### config.mk
export PLATFORM = sky130hd
export DESIGN_NAME = lensdm_pipe_ctrl
export DESIGN_NICKNAME = d
export VERILOG_FILES = /design/src/design/lensdm_pkg.sv /design/src/design/lensdm_pipe_ctrl.sv
export SDC_FILE = /design/constraint.sdc
export NUM_CORES = 1
export LEC_CHECK = 0
export BUFFER_PORTS_ARGS = -buffer_cell sky130_fd_sc_hd__clkbuf_2
export CAP_MARGIN = 20
export CORE_MARGIN = 5
export CORE_UTILIZATION = 40
export DETAILED_ROUTE_END_ITERATION = 10
export GPL_ROUTABILITY_DRIVEN = 0
export GPL_TIMING_DRIVEN = 0
export PLACE_DENSITY = 0.84
export SYNTH_ARGS = -nofsm -noshare
export SYNTH_HDL_FRONTEND = slang
export SYNTH_SLANG_ARGS = --single-unit
### constraint.sdc
create_clock -name clk -period 1.5 [get_ports clk]
set_clock_uncertainty 0.1 [all_clocks]
set_input_delay 0.075 -clock clk [delete_from_list [all_inputs] [get_ports clk]]
set_output_delay 0.075 -clock clk [all_outputs]
set_load 0.02 [all_outputs]
### src/design/lensdm_pkg.sv
// ----------------------------------------------------------------------------
// lensdm_pkg
// shared widths, register codes, types and rounding/saturation helpers for
// the lens distortion mapper
// ----------------------------------------------------------------------------
package lensdm_pkg;

  localparam int COORD_W    = 16;
  localparam int COEFF_W    = 20;
  localparam int CNT_W      = 3;
  localparam int ACC_W      = 32;
  localparam int PROD_W     = 64;
  localparam int SQR_W      = 2 * COORD_W;
  localparam int SQ_W       = SQR_W + 1;
  localparam int APB_DW     = 32;
  localparam int APB_AW     = 5;
  localparam int IDX_W      = APB_AW - 2;
  localparam int NUM_STAGES = 11;

  // fixed-point shifts
  localparam int unsigned SQ_SHIFT  = 8;
  localparam int unsigned RAD_FRAC  = 16;
  localparam int unsigned TAN_SHIFT = 20;

  typedef logic signed [COORD_W-1:0] coord_t;
  typedef logic signed [COEFF_W-1:0] coeff_t;
  typedef logic signed [SQR_W-1:0]   sqr_t;
  typedef logic signed [ACC_W-1:0]   acc_t;
  typedef logic signed [PROD_W-1:0]  prod_t;
  typedef logic        [SQ_W-1:0]    sq_t;

  localparam prod_t ONE_Q16  = prod_t'(1) <<< RAD_FRAC;
  localparam prod_t ACC_HI   = (prod_t'(1) <<< (ACC_W - 1)) - prod_t'(1);
  localparam prod_t ACC_LO   = -(prod_t'(1) <<< (ACC_W - 1));
  localparam prod_t COORD_HI = (prod_t'(1) <<< (COORD_W - 1)) - prod_t'(1);
  localparam prod_t COORD_LO = -(prod_t'(1) <<< (COORD_W - 1));

  // register map, index = byte address / 4
  typedef enum logic [IDX_W-1:0] {
    REG_COUNT = 3'd0,
    REG_K1    = 3'd1,
    REG_K2    = 3'd2,
    REG_P1    = 3'd3,
    REG_P2    = 3'd4,
    REG_K3    = 3'd5
  } reg_idx_t;

  // coefficients as the datapath sees them, unused ones already zeroed
  typedef struct packed {
    logic   pass;
    coeff_t k1;
    coeff_t k2;
    coeff_t p1;
    coeff_t p2;
    coeff_t k3;
  } coeff_set_t;

  typedef struct packed {
    logic [NUM_STAGES-1:0] ld;
    logic [NUM_STAGES-1:0] vld;
  } pipe_ctl_t;

  typedef struct packed {
    acc_t val;
    logic hit;
  } acc_sat_t;

  typedef struct packed {
    coord_t val;
    logic   hit;
  } coord_sat_t;

  // round to nearest, ties away from zero: floor((p + half - sign) / 2^sh)
  function automatic prod_t rnd_shr(input prod_t p, input int unsigned sh);
    prod_t bias;
    prod_t s;
    bias = (prod_t'(1) <<< (sh - 1)) - $signed({{(PROD_W-1){1'b0}}, p[PROD_W-1]});
    s    = p + bias;
    return s >>> sh;
  endfunction

  function automatic acc_sat_t sat_acc(input prod_t v);
    acc_sat_t r;
    if (v > ACC_HI) begin
      r.val = ACC_HI[ACC_W-1:0];
      r.hit = 1'b1;
    end else if (v < ACC_LO) begin
      r.val = ACC_LO[ACC_W-1:0];
      r.hit = 1'b1;
    end else begin
      r.val = v[ACC_W-1:0];
      r.hit = 1'b0;
    end
    return r;
  endfunction

  function automatic coord_sat_t sat_coord(input prod_t v);
    coord_sat_t r;
    if (v > COORD_HI) begin
      r.val = COORD_HI[COORD_W-1:0];
      r.hit = 1'b1;
    end else if (v < COORD_LO) begin
      r.val = COORD_LO[COORD_W-1:0];
      r.hit = 1'b1;
    end else begin
      r.val = v[COORD_W-1:0];
      r.hit = 1'b0;
    end
    return r;
  endfunction

  // rounded, saturated scaling of a registered product
  function automatic acc_sat_t rmul(input prod_t p, input int unsigned sh);
    return sat_acc(rnd_shr(p, sh));
  endfunction

endpackage

### src/design/lensdm_pipe_ctrl.sv
// ----------------------------------------------------------------------------
// lensdm_pipe_ctrl
// per-stage valid bits with bubble collapsing; a stage loads when it is
// empty or when the stage after it moves
// ----------------------------------------------------------------------------
module lensdm_pipe_ctrl (
  input  logic                   clk,
  input  logic                   rst_n,
  input  logic                   in_valid,
  output logic                   in_ready,
  output logic                   out_valid,
  input  logic                   out_ready,
  output lensdm_pkg::pipe_ctl_t  ctl
);
  import lensdm_pkg::*;

  logic [NUM_STAGES-1:0] vld_r;
  logic [NUM_STAGES-1:0] vld_nxt;
  logic [NUM_STAGES-1:0] adv;
  logic [NUM_STAGES-1:0] src_vld;

  assign src_vld = {vld_r[NUM_STAGES-2:0], in_valid};

  always_comb begin
    adv[NUM_STAGES-1] = ~vld_r[NUM_STAGES-1] | out_ready;
    for (int i = NUM_STAGES - 2; i >= 0; i--) begin
      adv[i] = ~vld_r[i] | adv[i+1];
    end
  end

  always_comb begin
    for (int i = 0; i < NUM_STAGES; i++) begin
      vld_nxt[i] = adv[i] ? src_vld[i] : vld_r[i];
    end
  end

  always_ff @(posedge clk) begin
    if (!rst_n) begin
      vld_r <= '0;
    end else begin
      vld_r <= vld_nxt;
    end
  end

  assign ctl.ld    = adv & src_vld;
  assign ctl.vld   = vld_r;
  assign in_ready  = adv[0];
  assign out_valid = vld_r[NUM_STAGES-1];

endmodule

==> flow_summary_export.csv <==
group,metric,value,unit
timing,fin_ws,-194,ps
floorplanning,placementRows,13,
logic_synthesis,synth_top_family_by_area,"simple AND/OR/NAND/NOR gates",
logic_synthesis,synthAdderAreaFrac,0,%
logic_synthesis,yosysWarnings,0,
logic_synthesis,yosys-top-cells-area,"dfxtp_1 42%, o21a_1 7.1%, nand2_1 6.4%",
critical_path,startpoint_type,"flip-flop",
route,avgViaCountPerCell,4.84,
critical_path,cp.required,1320,ps
timing,max_slew_margin,71.6,%
timing,finalHoldViolCount,0,
route,drc,0,
logic_synthesis,syn_area_per_cell,9.06,um^2
timing,period_minus_slack,1690,ps
finish,area.growth.synth_to_final,79.5,%
critical_path,path_cells,"nand3b_4, or3_4, o31a_1, clkbuf_8",
critical_path,path_class,"reg2out",
place,pre_cts_slack,-66.5,ps
critical_path,worstSetupPathDepth,4,
finish,post_route_cells_drive_above_1_share,63.6,%
power_and_ir_drop,leakage,0.479,nW
critical_path,slowest_delay,370,ps
power_and_ir_drop,p_int,0.414,mW
timing,max_freq,0.590,GHz
place,dp_hpwl,945,um
outcome,violations,"negative setup slack",
critical_path,worst-path-buf-inv,1,
finish,antenna_cells,0,
floorplanning,die-area,2140,um^2
finish,nNetsFinal,112,
finish,mostFrequentLayoutCell,"clkbuf_2",
cts,h-tree-depth,1,
cts,cts_tree,"done",
power_and_ir_drop,design_power_total,0.541,mW
cts,cts_max_path_buffers,2,
timing,holdWs,60.8,ps
finish,largest_register,"vld_r",
finish,final_cell_mix,"20 x clkbuf_2, 18 x buf_4, 7 x nand2_1, 7 x dfxtp_4",
power_and_ir_drop,powerDensity,574,nW/um^2
timing,setup_viol,6,
timing,slew_viol_final,0,
route,wl_per_cell,11.9,um
logic_synthesis,synth-simple-area-share,33.3,%
global_route,grt_start_max_net_pins,11,
logic_synthesis,syn_inst,58,
power_and_ir_drop,clkPwrFrac,35.9,%
floorplanning,die_h,46.2,um
logic_synthesis,ys_types,24,
global_route,grtUsageTotal,14.5,%
min_path,min_path_cells,3,
finish,fin_util,74.4,%
power_and_ir_drop,ir_drop,0.530,mV
floorplanning,start_util,41.4,%
cts,cts.sinks,11,
logic_synthesis,synth_largest_area_cell,"dfxtp_1",
power_and_ir_drop,power.switching,0.127,mW
global_route,grt-ovfl-total,0,
power_and_ir_drop,swShare,23.5,%
critical_path,critPathArrivalTime,1520,ps
timing,max_slew.worst_pin.slew,427,ps
outcome,status,"finished with violations",
logic_synthesis,yosys_register_bits,11,
power_and_ir_drop,combinationalPowerShare,10.4,%
route,wirelength,1460,um
critical_path,cp_slowest_cell,"dfxtp_4",
global_route,antenna_found_initial,0,
route,drtIter0Drc,3,
min_path,min_path_type,"in2reg",
timing,rsz0062_at_grt,"true",
route,dr.pass1.iters,2,
logic_synthesis,yosysTopAreaCellShare,41.9,%
route,ant_nets,0,
cts,cts-root-buf,"clkbuf_4",
critical_path,crit_family,"simple AND/OR/NAND/NOR gates",
finish,top_regs,"vld_r (11)",
run,maxCapViolations,0,
floorplanning,die_x,46.2,um
logic_synthesis,synth_compound_area_share,21.9,%
power_and_ir_drop,pwr-share-seq,53.7,%
logic_synthesis,seq_area_frac_synth,41.9,%
global_route,grt_pass1_wl,2260,um
floorplanning,io_pins,28,
cts,clock_latency,260,ps
logic_synthesis,syn-cell-area,526,um^2
route,via_count,590,
finish,largest_register_ff_count,11,
cts,cts_buffers,3,
floorplanning,core_area,1270,um^2
place,place_area,688,um^2
logic_synthesis,synthXorXnorAreaFrac,0,%
logic_synthesis,syn_nets,62,
finish,design_area,943,um^2
critical_path,cp_max_fo,5,
critical_path,end_kind,"output pin",
global_route,grt_pass1_vias,551,
timing,finalCritPeriodShare,113,%
place,port_buffers,27,
logic_synthesis,synthMuxAreaShare,0,%
cts,clk_pin_slew,60,ps
critical_path,reg2reg_depth,5,
[layer usage]
| layer | part of all wire [%] | global-route usage [%] | vias up | routed length [um] |
|---|---|---|---|---|
| met5 | 0 | 0 | - | 0 |
| met4 | 1.2 | 5.11 | 0 | 17 |
| met3 | 11 | 2.73 | 3 | 163 |
| met2 | 50 | 25.8 | 27 | 726 |
| met1 | 38 | 16.8 | 256 | 548 |
| li1 | - | - | 304 | - |
[final timing paths]
| check | start | endpoint | slack (ps) |
|---|---|---|---|
| setup reg to reg | vld_r[9]$_SDFFE_PN0P_ | vld_r[0]$_SDFFE_PN0P_ | 20 |
| setup / recovery | vld_r[9]$_SDFFE_PN0P_ | ctl[11] | -190 |
| hold reg to reg | vld_r[2]$_SDFFE_PN0P_ | vld_r[3]$_SDFFE_PN0P_ | 410 |
| hold / removal | out_ready | vld_r[10]$_SDFFE_PN0P_ | 60 |
[synth_stat cells (all sizes together)]
cell type  count
a21boi         4
a21oi          1
and2           2
and3           1
and3b          1
buf            1
clkbuf         1
dfxtp         11
inv            1
nand2          9
nand3          2
nand3b         1
nand4          1
nor2           4
nor2b          5
nor3           1
nor4           1
o21a           5
o21ai          2
o31a           1
o31ai          1
o41ai          1
or3            1
[logic make-up after synthesis]
group / count (synthesis)
buffers and inverters: 3
flip-flops: 11
AND/OR/NAND/NOR: 29
AO/OA/AOI/OAI: 15
[layout make-up]
type | instances | area [um^2]
inverter | 1 | 3.75
fill | 106 | 325
sequential | 11 | 249
multi-input combinational | 44 | 329
tap | 15 | 18.8
timing repair buffer | 45 | 305
clock buffer | 4 | 26.3
buffer | 2 | 11.3
[power by group through the flow]
| stage | Sequential (mW) | Combinational [mW] | Clock (mW) |
|---|---|---|---|
| final | 0.291 | 0.0563 | 0.194 |
| after detailed placement | 0.309 | 0.0451 | 0 |
| after floorplan | 0.313 | 0.0227 | 0 |
| after global placement | 0.308 | 0.0450 | 0 |
| after global routing | 0.291 | 0.0608 | 0.210 |
| after CTS | 0.293 | 0.0524 | 0.197 |
[worst register-to-register path, cell delays in order, from the launching register on]
cell	delay, ps
dfxtp_4	370
nand3b_4	110
or3_4	360
buf_4	140
buf_4	130
o41ai_2	180
[what timing repair did]
item                                    in CTS  in global routing
endpoints found under the hold margin        2                  0
buffers inserted                             9                  7
gates resized for setup                     13                 20
pin swaps                                    5                  5
endpoints found under the setup margin       6                 10
hold buffers                                 2                  0
[stage by stage]
stage          cells  setup TNS, ps
6_report         122           -721
5_1_grt          122          -1200
4_1_cts          115           -797
3_5_place_dp     100           -195
3_3_place_gp     100          -66.3
2_1_floorplan     58              0
No activity file was read; power rests on OpenSTA's default activity.
