<file path="src/design/lensdm_pkg.sv">
// ----------------------------------------------------------------------------
// lensdm_pkg
// shared widths, register codes, types and rounding/saturation helpers for
// the lens distortion mapper
// ----------------------------------------------------------------------------
package lensdm_pkg;

  localparam int COORD_W    = 16;
  localparam int COEFF_W    = 20;
  localparam int CNT_W      = 3;
  localparam int ACC_W      = 32;
  localparam int PROD_W     = 64;
  localparam int SQR_W      = 2 * COORD_W;
  localparam int SQ_W       = SQR_W + 1;
  localparam int APB_DW     = 32;
  localparam int APB_AW     = 5;
  localparam int IDX_W      = APB_AW - 2;
  localparam int NUM_STAGES = 11;

  // fixed-point shifts
  localparam int unsigned SQ_SHIFT  = 8;
  localparam int unsigned RAD_FRAC  = 16;
  localparam int unsigned TAN_SHIFT = 20;

  typedef logic signed [COORD_W-1:0] coord_t;
  typedef logic signed [COEFF_W-1:0] coeff_t;
  typedef logic signed [SQR_W-1:0]   sqr_t;
  typedef logic signed [ACC_W-1:0]   acc_t;
  typedef logic signed [PROD_W-1:0]  prod_t;
  typedef logic        [SQ_W-1:0]    sq_t;

  localparam prod_t ONE_Q16  = prod_t'(1) <<< RAD_FRAC;
  localparam prod_t ACC_HI   = (prod_t'(1) <<< (ACC_W - 1)) - prod_t'(1);
  localparam prod_t ACC_LO   = -(prod_t'(1) <<< (ACC_W - 1));
  localparam prod_t COORD_HI = (prod_t'(1) <<< (COORD_W - 1)) - prod_t'(1);
  localparam prod_t COORD_LO = -(prod_t'(1) <<< (COORD_W - 1));

  // register map, index = byte address / 4
  typedef enum logic [IDX_W-1:0] {
    REG_COUNT = 3'd0,
    REG_K1    = 3'd1,
    REG_K2    = 3'd2,
    REG_P1    = 3'd3,
    REG_P2    = 3'd4,
    REG_K3    = 3'd5
  } reg_idx_t;

  // coefficients as the datapath sees them, unused ones already zeroed
  typedef struct packed {
    logic   pass;
    coeff_t k1;
    coeff_t k2;
    coeff_t p1;
    coeff_t p2;
    coeff_t k3;
  } coeff_set_t;

  typedef struct packed {
    logic [NUM_STAGES-1:0] ld;
    logic [NUM_STAGES-1:0] vld;
  } pipe_ctl_t;

  typedef struct packed {
    acc_t val;
    logic hit;
  } acc_sat_t;

  typedef struct packed {
    coord_t val;
    logic   hit;
  } coord_sat_t;

  // round to nearest, ties away from zero: floor((p + half - sign) / 2^sh)
  function automatic prod_t rnd_shr(input prod_t p, input int unsigned sh);
    prod_t bias;
    prod_t s;
    bias = (prod_t'(1) <<< (sh - 1)) - $signed({{(PROD_W-1){1'b0}}, p[PROD_W-1]});
    s    = p + bias;
    return s >>> sh;
  endfunction

  function automatic acc_sat_t sat_acc(input prod_t v);
    acc_sat_t r;
    if (v > ACC_HI) begin
      r.val = ACC_HI[ACC_W-1:0];
      r.hit = 1'b1;
    end else if (v < ACC_LO) begin
      r.val = ACC_LO[ACC_W-1:0];
      r.hit = 1'b1;
    end else begin
      r.val = v[ACC_W-1:0];
      r.hit = 1'b0;
    end
    return r;
  endfunction

  function automatic coord_sat_t sat_coord(input prod_t v);
    coord_sat_t r;
    if (v > COORD_HI) begin
      r.val = COORD_HI[COORD_W-1:0];
      r.hit = 1'b1;
    end else if (v < COORD_LO) begin
      r.val = COORD_LO[COORD_W-1:0];
      r.hit = 1'b1;
    end else begin
      r.val = v[COORD_W-1:0];
      r.hit = 1'b0;
    end
    return r;
  endfunction

  // rounded, saturated scaling of a registered product
  function automatic acc_sat_t rmul(input prod_t p, input int unsigned sh);
    return sat_acc(rnd_shr(p, sh));
  endfunction

endpackage

</file>
<file path="src/design/lensdm_regs.sv">
// ----------------------------------------------------------------------------
// lensdm_regs
// apb register file for coefficient count and the five coefficients
// ----------------------------------------------------------------------------
module lensdm_regs (
  input  logic                           clk,
  input  logic                           rst_n,
  input  logic                           psel,
  input  logic                           penable,
  input  logic                           pwrite,
  input  logic [lensdm_pkg::APB_AW-1:0]  paddr,
  input  logic [lensdm_pkg::APB_DW-1:0]  pwdata,
  output logic [lensdm_pkg::APB_DW-1:0]  prdata,
  output logic                           pready,
  output lensdm_pkg::coeff_set_t         coeffs
);
  import lensdm_pkg::*;

  localparam logic [CNT_W-1:0] CNT_MIN_ACTIVE = CNT_W'(2);
  localparam logic [CNT_W-1:0] CNT_USE_P1     = CNT_W'(3);
  localparam logic [CNT_W-1:0] CNT_USE_P2     = CNT_W'(4);
  localparam logic [CNT_W-1:0] CNT_USE_K3     = CNT_W'(5);

  logic [CNT_W-1:0]   cnt_r;
  logic [COEFF_W-1:0] k1_r;
  logic [COEFF_W-1:0] k2_r;
  logic [COEFF_W-1:0] p1_r;
  logic [COEFF_W-1:0] p2_r;
  logic [COEFF_W-1:0] k3_r;
  logic [IDX_W-1:0]   idx;
  logic               wr_en;

  assign idx    = paddr[APB_AW-1:2];
  assign wr_en  = psel & penable & pwrite;
  assign pready = 1'b1;

  always_ff @(posedge clk) begin
    if (!rst_n) begin
      cnt_r <= '0;
      k1_r  <= '0;
      k2_r  <= '0;
      p1_r  <= '0;
      p2_r  <= '0;
      k3_r  <= '0;
    end else if (wr_en) begin
      case (idx)
        REG_COUNT: cnt_r <= pwdata[CNT_W-1:0];
        REG_K1:    k1_r  <= pwdata[COEFF_W-1:0];
        REG_K2:    k2_r  <= pwdata[COEFF_W-1:0];
        REG_P1:    p1_r  <= pwdata[COEFF_W-1:0];
        REG_P2:    p2_r  <= pwdata[COEFF_W-1:0];
        REG_K3:    k3_r  <= pwdata[COEFF_W-1:0];
        default: ;
      endcase
    end
  end

  always_comb begin
    case (idx)
      REG_COUNT: prdata = APB_DW'(cnt_r);
      REG_K1:    prdata = APB_DW'(k1_r);
      REG_K2:    prdata = APB_DW'(k2_r);
      REG_P1:    prdata = APB_DW'(p1_r);
      REG_P2:    prdata = APB_DW'(p2_r);
      REG_K3:    prdata = APB_DW'(k3_r);
      default:   prdata = '0;
    endcase
  end

  // p1, p2 and k3 beyond the count read as zero; a count below two selects pass-through
  always_comb begin
    coeffs.pass = (cnt_r < CNT_MIN_ACTIVE);
    coeffs.k1   = k1_r;
    coeffs.k2   = k2_r;
    coeffs.p1   = (cnt_r >= CNT_USE_P1) ? coeff_t'(p1_r) : '0;
    coeffs.p2   = (cnt_r >= CNT_USE_P2) ? coeff_t'(p2_r) : '0;
    coeffs.k3   = (cnt_r >= CNT_USE_K3) ? coeff_t'(k3_r) : '0;
  end

endmodule

</file>
<file path="config.mk">
export PLATFORM = sky130hd
export DESIGN_NAME = lensdm_regs
export DESIGN_NICKNAME = d
export VERILOG_FILES = /design/src/design/lensdm_pkg.sv /design/src/design/lensdm_regs.sv
export SDC_FILE = /design/constraint.sdc
export NUM_CORES = 1
export LEC_CHECK = 0
export BUFFER_PORTS_ARGS = -buffer_cell sky130_fd_sc_hd__buf_2
export CORE_ASPECT_RATIO = 0.7
export CORE_MARGIN = 2
export CORE_UTILIZATION = 45
export DETAILED_ROUTE_END_ITERATION = 12
export GPL_ROUTABILITY_DRIVEN = 0
export PLACE_DENSITY_LB_ADDON = 0.3
export SYNTH_ARGS = -nofsm -noshare
export SYNTH_HDL_FRONTEND = slang
export SYNTH_SLANG_ARGS = --single-unit
</file>
<file path="constraint.sdc">
create_clock -name clk -period 3.71 [get_ports clk]
set_input_delay 0.742 -clock clk [delete_from_list [all_inputs] [get_ports clk]]
set_output_delay 0.742 -clock clk [all_outputs]
set_load 0.005 [all_outputs]
</file>
==> flow_summary.ini, run 1 <==
[status]
status = finished clean

[flow_run]
drv_cap = 0

[yosys]
synth_area_mm2 = 0.004991
yosysTopAreaCell = dfxtp_1
synth-edff-count = 0
async_flop_share = 0
synth-compound-area-share = 0.07646
synthSimpleGateAreaFrac = 0.1890
ys_ff_latch = 103
syn_inst = 531
synthMuxAreaShare = 0.2557
synthAdderAreaFrac = 0
synth_area_per_cell_um2 = 9.399
ys_top_cells_by_count = nand2_1, mux2i_1, dfxtp_1
yosys-top-cells-area = dfxtp_1, mux2i_1, nand2_1
ys_warn_count = 0
synth_top_family_by_area = multiplexers
synth-xor-area-share = 0
seq_area_frac_synth = 0.4131
synth_cell_types = 32
synthMostInstantiatedCell = nand2_1
synth_top_area_frac = 0.4131
synthFlopType = dfxtp_1

[cts]
clockBufferDepth = 2
htreeDepth = 3
post_cts_buffers = 0
cts_hold_buf = 0
post_cts_resized = 0
clock_latency_ns = 0.33
numCtsBuffers = 9
root_buffer = clkbuf_16
cts_tree = built
numClockSinks = 103
cts.clk_slew.worst_paths_ns = 0.06

[sta]
rsz0062_at_grt = no
max_slew_margin = 0.3136
fmax_ghz = 0.3187
setup_tns_ns = 0
final.setup.worst_slack_ns = 0.5722
drv_slew = 0
finClkSkew_ns = 0
setup_violations = 0
fin_crit_sh = 0.8458
hold_viol = 0
finalWorstPathRequiredPeriod_ns = 3.138
tightest_slew_ns = 1.029

[worst_setup_path]
worstPathRequired_ns = 2.97
end_kind = primary output
critPathKind = in -> out
cp-start-kind = input port
cp_max_fo = 18
arrival_ns = 2.40

[power_and_ir_drop]
vdd_ir_drop_max_mv = 0.2324
p_int_uw = 1668
p_comb_frac = 0.062
clkPwrFrac = 0.417
finalPower_uw = 2150
swShare = 0.2245
p_sw_uw = 482.8
leakagePower_uw = 0.002587
share_seq_of_total_power = 0.521
power_density_mw_per_mm2 = 354.1

[place]
hpwl_um = 9625
dp.cells = 804
dp_slack_ns = 0.6071
port_buffers = 148

[die]
die_w_um = 129.9
io_pins = 176
start_util = 0.4583
dieArea_mm2 = 0.01196
core-area_mm2 = 0.01089
rows = 32
die_h_um = 92.12

[detailed_routing]
num_vias = 4267
dr.pass1.iters = 5
detail-route-antenna-nets = 0
vias_per_cell = 5.223
avgRoutedWirePerCell_um = 17.31
drc = 0
drt_iter0_drc = 274
totalWireLength_um = 14140

[cells_and_area]
final_nets = 704
area_growth_pct = 21.68
regArea_mm2 = 0.002062
num-fill-cells = 1023
layout.cells.non_filler = 817
drive_above_1_share = 0.2786
antennaDiodeCount = 0
multi_input_comb_area_mm2 = 0.002689

[global_routing]
overflow = 0
antenna_found_initial = 0
grt_pass1_wl_um = 21760
globalRouteTotalUtil = 0.2360
grt_start_max_net_pins = 95
grt_pass1_vias = 4089

[min_path]
hp-class = reg -> reg
registers in the layout, summed over array words and instances, names as in the netlist:
register	count
k1_r	20
k3_r	20
p1_r	20
p2_r	20
k2_r	20
cnt_r	3
cell usage in the layout, fill, tap and decap left out, drive strengths merged, types with 2 or more instances in the layout:
cell and count:
nor2 7, nand2 124, o2bb2ai 16, dfxtp 103, o21ai 3, nor3 2
mux2i 123, nand2b 2, a2bb2oi 2, a221o 16, clkbuf 11, and2 40
a22oi 2, conb 13, mux2 2, nor2b 20, buf 163, inv 2
cell families (layout without fill, tap and decap cells):
family / after synthesis / after routing
other cells: 2 / 13
mux: 126 / 126
buf+inv: 56 / 178
compound gates: 44 / 44
simple gates: 200 / 200
flops: 103 / 103
critical path, cell delays in order:
cell and delay, ns:
buf_2 0.26, nor3b_4 0.89, o2bb2ai_1 0.22, a221o_1 0.16, buf_2 0.11
power groups by stage:
stage	clock, uW	combinational [uW]	sequential (uW)
global route	967	146	1120
detailed placement	0	132	1140
finish	897	134	1120
floorplan	0	94.5	1140
CTS	918	133	1120
global placement	0	130	1140
final timing paths:
check	start	end	slack [ns]	depth (start not counted)
max reg2reg	cnt_r[2]	cnt_r[2]	2.80	3
min	p1_r[0]	p1_r[0]	0.47	2
min reg2reg	p1_r[0]	p1_r[0]	0.47	2
max	paddr[2]	prdata[4]	0.57	5
routing by layer:
layer  global-route usage  vias up  wire (um)  share of wire
met5                    0        -          0              0
met3              0.05309       11       1005          0.071
met4              0.06272        0        153          0.011
met1               0.3396     2039       6753           0.48
met2               0.3551      174       6228           0.44
li1                     -     2043          -              -
through the flow:
stage	area (um2)	util	hold slack, ns
CTS	6073	0.5577	0.4666
finish	6073	0.5577	0.4668
floorplan	5032	-	0.4397
detailed placement	5806	0.5331	0.4555
global route	6073	0.5577	0.4879
global placement	5806	0.5331	0.4514
layout make-up:
type	count	area share
Sequential cell	103	0.3395
Multi-Input combinational cell	383	0.4427
Inverter	2	0.001236
Clock inverter	2	0.005768
Tap cell	153	0.03152
Clock buffer	11	0.03832
Timing Repair Buffer	163	0.1409
No activity file was read; power rests on OpenSTA's default activity.
==> inputs of run 2 (changes only) <==
Clock period 3.71 ns to 3.3 ns, I/O delays scaled along.
==> run 2 against run 1 <==
Effect of this change:
- count of clock-buffer cells in the layout is the same
- utilization grew 0.53 points
- cell count grew 0.98%
- wire length grew 1.2%
==> flow_summary.ini, run 2 (same netlist as run 1, synthesis figures left out) <==
[worst_setup_path]
r2r_setup_slack_ns = 2.16
rr_worst_depth = 3
worstPathRequired_ns = 2.64
r2r_end = cnt_r[2]
reg2reg_from = cnt_r[2]
cp-start-kind = input port
end_kind = primary output
cp_slowest_cell = nor2_1
cp_cell_sequence = buf_2 -> nand2b_1 -> nor2_1 -> buf_4 -> a221o_1 -> buf_2
crit_top_cell = buf_2
cp_max_fo = 12
critPathMaxStageDelay_ns = 0.51
critPathKind = in -> out
arrival_ns = 2.31

[min_path]
hold_path_depth = 2
hold_start = p2_r[14]
hp-class = reg -> reg
worstHoldEndpoint = p2_r[14]

[cts]
cts_hold_buf = 0
numClockSinks = 103
clock_latency_ns = 0.34
htreeDepth = 3
cts_tree = built
root_buffer = clkbuf_16
clockBufferDepth = 2
post_cts_resized = 0
cts.clk_slew.worst_paths_ns = 0.06
post_cts_buffers = 0
numCtsBuffers = 9

[cells_and_area]
area_growth_pct = 22.84
drive_above_1_share = 0.2887
final_cell_mix = buf_2, nand2_1, mux2i_1, dfxtp_1, and2_1
antennaDiodeCount = 0
final_common_cell = buf_2
utilization = 0.5630
final_nets = 709

[flow_run]
drv_cap = 0

[power_and_ir_drop]
vdd_ir_drop_max_mv = 0.2678
leakagePower_uw = 0.002627
clkPwrFrac = 0.413
p_sw_uw = 573.8
p_comb_frac = 0.064
power_density_mw_per_mm2 = 392.9
p_int_uw = 1835
share_seq_of_total_power = 0.523
swShare = 0.2382

[detailed_routing]
wl_met2_um = 6220
detail-route-antenna-nets = 0
drt_iter0_drc = 242
num_vias = 4332
avgRoutedWirePerCell_um = 17.35
dr.pass1.iters = 5
highest-signal-layer = met4
drc = 0
met1Wirelength_um = 6838
vias_per_cell = 5.251
wl_met3_um = 972
totalWireLength_um = 14310

[die]
rows = 32
die_w_um = 129.9
die_h_um = 92.12
core-area_mm2 = 0.01089
dieArea_mm2 = 0.01196
start_util = 0.4583
io_pins = 176

[sta]
setup_violations = 0
drv_slew = 0
finalWorstPathRequiredPeriod_ns = 2.968
fin_crit_sh = 0.8993
rsz0062_at_grt = no
finClkSkew_ns = 0
fmax_ghz = 0.3369
hold_viol = 0
tightest_slew_ns = 0.6049
setup_tns_ns = 0
max_slew_margin = 0.5967

[global_routing]
overflow = 0
antenna_found_initial = 0
grt_pass1_vias = 4093
grt_pass1_wl_um = 21620
globalRouteTotalUtil = 0.2367
grt_start_max_net_pins = 79

[status]
status = finished clean

[place]
hpwl_um = 9968
port_buffers = 148
run 2: cell types whose count changed in the layout (fill, tap and decap cells not counted), sizes merged:
cell and change:
inv +1, buf +5, clkinv +3, bufinv -1
run 2: worst max path at each step:
stage | start | end | slack, ns | cells after the start
2_1_floorplan | paddr[4] | prdata[10] | 1.01 | 5
3_3_place_gp | paddr[4] | prdata[18] | 0.41 | 6
3_5_place_dp | paddr[4] | prdata[11] | 0.41 | 6
4_1_cts | paddr[3] | prdata[11] | 0.40 | 6
5_1_grt | paddr[3] | prdata[16] | 0.27 | 6
6_report | paddr[3] | prdata[11] | 0.33 | 6
run 2: metal layers:
metal | GRT usage | up-vias
li1 | - | 2057
met1 | 0.3388 | 2075
met2 | 0.3543 | 179
met3 | 0.04901 | 21
met4 | 0.07796 | 0
met5 | 0 | -
run 2: power groups by stage:
stage | Sequential, uW | Clock, uW | Combinational [uW]
finish | 1260 | 996 | 154
global route | 1260 | 1050 | 166
CTS | 1260 | 1010 | 152
detailed placement | 1290 | 0 | 152
global placement | 1290 | 0 | 149
floorplan | 1290 | 0 | 106
run 2: final cells by class:
type | count | area [um2]
fillers | 1014 | 4760
multi-input cells | 383 | 2689
flip-flops and latches | 103 | 2062
repair buffers | 168 | 905.9
clock buffers | 11 | 242.7
well taps | 153 | 191.4
clock inverters | 5 | 32.53
inverters | 2 | 7.507
run 2: metrics by stage:
stage / worst slack (ns) / power, uW / hold slack [ns] / instance area [um2] / instances
final: 0.3321 / 2409 / 0.4704 / 6131 / 825
after global routing: 0.2711 / 2478 / 0.4880 / 6131 / 825
after CTS: 0.4015 / 2425 / 0.4705 / 6131 / 825
after detailed placement: 0.4133 / 1439 / 0.4614 / 5856 / 809
after global placement: 0.4052 / 1436 / 0.4523 / 5856 / 809
after floorplan: 1.007 / 1392 / 0.4397 / 5032 / 542
run 2: critical path: cells and delay by family:
kind            cells  cell delay [ns]
simple gates        2             0.75
buf+inv             3             0.70
compound gates      1             0.20
